$ cat src/rtl/core/bfm_pkg.sv
// ----------------------------------------------------------------------------
// bfm_pkg
// Shared types and constants for the board feature perceptron evaluator.
// ----------------------------------------------------------------------------
package bfm_pkg;

    localparam int FEATURES_DEF     = 28;
    localparam int HIDDEN_UNITS_DEF = 32;
    localparam int WEIGHT_BITS_DEF  = 16;

    localparam int COUNT_W   = 7;
    localparam int COUNT_MAX = 127;
    localparam int AMOUNT_W  = 5;
    localparam int HAND_KINDS = 7;

    localparam logic [15:0] VALID_KINDS = 16'hDFFE;
    localparam logic [3:0] KIND_OF_PIECE [16] = '{
        4'd0, 4'd0, 4'd1, 4'd2, 4'd3, 4'd4, 4'd5, 4'd6,
        4'd7, 4'd8, 4'd9, 4'd10, 4'd11, 4'd0, 4'd12, 4'd13
    };

    typedef enum logic [1:0] {
        MODE_LOAD  = 2'd0,
        MODE_BOARD = 2'd1,
        MODE_HAND  = 2'd2,
        MODE_EVAL  = 2'd3
    } mode_t;

    typedef enum logic [1:0] {
        ST_IDLE,
        ST_ISSUE,
        ST_DRAIN,
        ST_FIN
    } state_t;

    typedef enum logic [2:0] {
        TAG_NONE,
        TAG_B2,
        TAG_B1,
        TAG_W1,
        TAG_W2,
        TAG_DONE
    } tag_t;

    typedef struct packed {
        logic shift;
        logic clear;
        logic add;
    } cell_ctrl_t;

endpackage

$ cat src/rtl/core/bfm_cell.sv
// ----------------------------------------------------------------------------
// bfm_cell
// One feature count: saturating add, clear, and shift from its neighbour.
// ----------------------------------------------------------------------------
module bfm_cell (
    input  logic                            aclk,
    input  logic                            aresetn,
    input  bfm_pkg::cell_ctrl_t             ctrl,
    input  logic [bfm_pkg::AMOUNT_W-1:0]    amount,
    input  logic [bfm_pkg::COUNT_W-1:0]     shift_in,
    output logic [bfm_pkg::COUNT_W-1:0]     count
);

    logic [bfm_pkg::COUNT_W-1:0] count_reg;
    logic [bfm_pkg::COUNT_W-1:0] count_next;
    logic [bfm_pkg::COUNT_W:0]   sum;

    always_comb begin
        sum        = {1'b0, count_reg} + (bfm_pkg::COUNT_W + 1)'(amount);
        count_next = count_reg;
        if (ctrl.clear) begin
            count_next = '0;
        end else if (ctrl.shift) begin
            count_next = shift_in;
        end else if (ctrl.add) begin
            if (sum > (bfm_pkg::COUNT_W + 1)'(bfm_pkg::COUNT_MAX)) begin
                count_next = bfm_pkg::COUNT_W'(bfm_pkg::COUNT_MAX);
            end else begin
                count_next = sum[bfm_pkg::COUNT_W-1:0];
            end
        end
    end

    always_ff @(posedge aclk) begin
        if (!aresetn) begin
            count_reg <= '0;
        end else begin
            count_reg <= count_next;
        end
    end

    assign count = count_reg;

endmodule

$ cat config.mk
export PLATFORM = sky130hd
export DESIGN_NAME = bfm_cell
export DESIGN_NICKNAME = d
export VERILOG_FILES = /design/src/rtl/core/bfm_pkg.sv /design/src/rtl/core/bfm_cell.sv
export SDC_FILE = /design/constraint.sdc
export NUM_CORES = 1
export LEC_CHECK = 0
export BUFFER_PORTS_ARGS = -buffer_cell sky130_fd_sc_hd__buf_2
export CAP_MARGIN = 20
export CORE_UTILIZATION = 39
export CTS_BUF_LIST = sky130_fd_sc_hd__clkbuf_2 sky130_fd_sc_hd__clkbuf_4 sky130_fd_sc_hd__clkbuf_8
export CTS_CLUSTER_SIZE = 28
export DETAILED_ROUTE_END_ITERATION = 10
export HOLD_SLACK_MARGIN = 0.02
export PLACE_DENSITY = 0.79
export SYNTH_ARGS = -nofsm -noshare
export SYNTH_HDL_FRONTEND = slang
export SYNTH_SLANG_ARGS = --single-unit
$ cat constraint.sdc
create_clock -name aclk -period 5.1 [get_ports aclk]
set_input_delay 1.02 -clock aclk [delete_from_list [all_inputs] [get_ports aclk]]
set_output_delay 1.02 -clock aclk [all_outputs]
set_load 0.01 [all_outputs]
==> impl_metrics.tcl <==
set metrics [dict create \
    drtIter0Drc 7 \
    power_density_nw_per_um2 222.8 \
    critPathCaptureType "flop" \
    die_h_um 39.57 \
    p_leak_nw 0.3432 \
    hold_depth 3 \
    drc 0 \
    h-tree-depth 1 \
    insertedDiodeCount 0 \
    wl_um 1397 \
    antenna_found_initial 0 \
    cp-start-kind "primary input" \
    netlist-cell-type-count 24 \
    synth-edff-count 0 \
    busiest_layer "met2" \
    ys_seq_area_share_pct 25.45 \
    vias 614 \
    worst_slack_ns 2.585 \
    routedWlPerCell_um 12.70 \
    nets 119 \
    peakVddDrop_mv 0.1427 \
    vias_per_cell 5.582 \
    cts_buffers 3 \
    status "finished clean" \
    cts.clk_slew.worst_paths_ns 0.05 \
    finalSetupTns_ns 0 \
    r2r_start "count[2]" \
    cpMaxStageDelayCell "a31oi_1" \
    instances_no_fill 110 \
    synth_area_leaders "dfxtp_1 (25%), ha_1 (11%), a211oi_1 (9.5%)" \
    insertion_delay_ns 0.25 \
    hold_buffers 0 \
    ys_seq_elements 7 \
    yosysTopAreaCell "dfxtp_1" \
    crit_chain "buf_2 > ha_1 > o211a_1 > a221o_1 > a31oi_1 > a211oi_1" \
    grt_usage_pct 23.23 \
    fp.coreArea_um2 1301 \
    synth_top_area_share_pct 25.45 \
    hold_viol_final 0 \
    skew_ns 0.007753 \
    worst_pin_slew_ns 0.4467 \
    min_from "count[6]" \
    fin_crit_ns 2.515 \
    setup_violations 0 \
    fmax_mhz 397.7 \
    grt_pass1_vias 625 \
    cts_tree "built" \
    syn_nets 93 \
    io_buffers 23 \
    gp_congestion 0.8024 \
    ios 24 \
    gr-usage-met3_pct 3.409 \
    synthArstFlopShare_pct 0 \
    yosys-top-cells-count "nor2_1 (11), a211oi_1 (7), a21oi_1 (7), dfxtp_1 (7), inv_1 (6)" \
    post-synth-top-count-cell "nor2_1" \
    rsz0062_at_grt "no" \
    critPathMaxStageDelay_ns 0.40 \
    grtUsageMet1_pct 23.97 \
    reg2reg_depth 5 \
    start_util_pct 42.31 \
    root_buffer "clkbuf_4" \
    ctsResizeCount 0 \
    path_buf_inv 1 \
    drive_above_1_share_pct 28.42 \
    grt-ovfl-total 0 \
    placed_area_um2 668.1 \
    hold_class "reg2reg" \
    fp-row-count 13 \
    drv_slew 0 \
    die_area_um2 1566 \
    syn_avg_cell_area_um2 7.865 \
    rrSetupSlack_ns 3.14 \
    grt_use_met2_pct 42.21 \
    grt_start_max_net_pins 18 \
    clk_path_buf_depth 2 \
    synth_warnings 0 \
    antenna_left 0 \
    cts.sinks 7 \
    syn_to_final_growth_pct 26.82 \
    post_cts_buffers 0 \
    cp.depth 6 \
    hold_end "count[6]" \
    largest_reg_flops 7 \
    syn_inst 70 \
    maxCapViolCount 0 \
    relSlewSlack_pct 70.08 \
    critical-path-top-delay-family "compound AO/OA/AOI/OAI gates" \
    dr.pass1.iters 4 \
    syn_area_um2 550.5 \
    final_cell_area_um2 698.2 \
    die-width_um 39.57 \
    grt_pass1_wl_um 2449 \
    required_ns 5.20 \
    fin_crit_sh_pct 49.30 \
    cp_max_fo 5 \
    dp_cells 106 \
    path_class "in2reg" \
    arrival_ns 2.62 \
    synth_flop_cell "dfxtp_1" \
    r2r_end "count[4]" \
    hpwl_um 1102 \
    place_ws_ns 2.330 \
]
==> kinds of logic (layout without fill, tap and decap cells) <==
| family | after synthesis | count (layout) | synth area share, % |
|---|---|---|---|
| flops | 7 | 7 | 25.45 |
| buf+inv | 8 | 33 | 7.044 |
| fa+ha+maj | 6 | 6 | 15.00 |
| compound gates | 24 | 24 | 29.32 |
| xor+xnor | 3 | 3 | 4.774 |
| simple gates | 22 | 22 | 18.41 |
==> area by class of cell <==
| type | instances | area (um^2) |
|---|---|---|
| fillers | 136 | 603.1 |
| multi-input cells | 55 | 371.6 |
| flip-flops and latches | 7 | 140.1 |
| repair buffers | 23 | 115.1 |
| clock buffers | 4 | 30.03 |
| inverters | 6 | 22.52 |
| well taps | 15 | 18.77 |
==> worst min-delay path: cells and delay by family, from the launching register on <==
kind | cells | cell delay, ns
DFF | 1 | 0.34
AOI/OAI and AO/OA | 1 | 0.14
and+or+nand+nor | 2 | 0.12
==> layer usage <==
metal,wire length [um],share of wire [%],vias up
met5,0,0,-
met4,19,1.4,0
met3,48,3.4,2
met2,731,52,15
met1,597,43,294
li1,-,-,303
==> power breakdown <==
part           total (mW)  internal [mW]  switching (mW)
clock network      0.0578         0.0353          0.0225
registers          0.0594         0.0572         0.00221
logic              0.0384         0.0174          0.0210
==> worst max path at each step <==
stage               from       end
4_1_cts        amount[2]  count[4]
2_1_floorplan  amount[2]  count[5]
3_3_place_gp   amount[2]  count[4]
5_1_grt        amount[2]  count[4]
6_report       amount[2]  count[4]
3_5_place_dp   amount[2]  count[4]
==> layout by cell type (no fill, tap or decap) <==
master | netlist | routed
buf_2 | 0 | 23
nand2_1 | 4 | 4
nor4_1 | 1 | 1
fa_1 | 1 | 1
o21a_1 | 1 | 1
nor2b_1 | 1 | 1
or3b_1 | 1 | 1
a21oi_1 | 7 | 7
nor3_1 | 1 | 1
a211o_1 | 1 | 1
inv_1 | 6 | 6
a31oi_1 | 3 | 3
o211a_1 | 1 | 1
a221o_1 | 1 | 1
o21ai_0 | 2 | 2
ha_1 | 5 | 5
nand2b_1 | 3 | 3
dfxtp_1 | 7 | 7
clkbuf_4 | 0 | 4
a211oi_1 | 7 | 7
o41ai_1 | 1 | 1
xor2_1 | 2 | 2
nor2_1 | 11 | 11
xnor2_1 | 1 | 1
==> metrics by stage <==
step / hold slack [ns] / utilization (%) / power, mW
2_1_floorplan: 0.6347 / - / 0.08558
3_3_place_gp: 0.6379 / 51.35 / 0.09741
3_5_place_dp: 0.6406 / 51.35 / 0.09869
4_1_cts: 0.6525 / 53.65 / 0.1572
5_1_grt: 0.7018 / 53.65 / 0.1645
6_report: 0.6449 / 53.65 / 0.1556
Power figures use the tool's default switching activity.
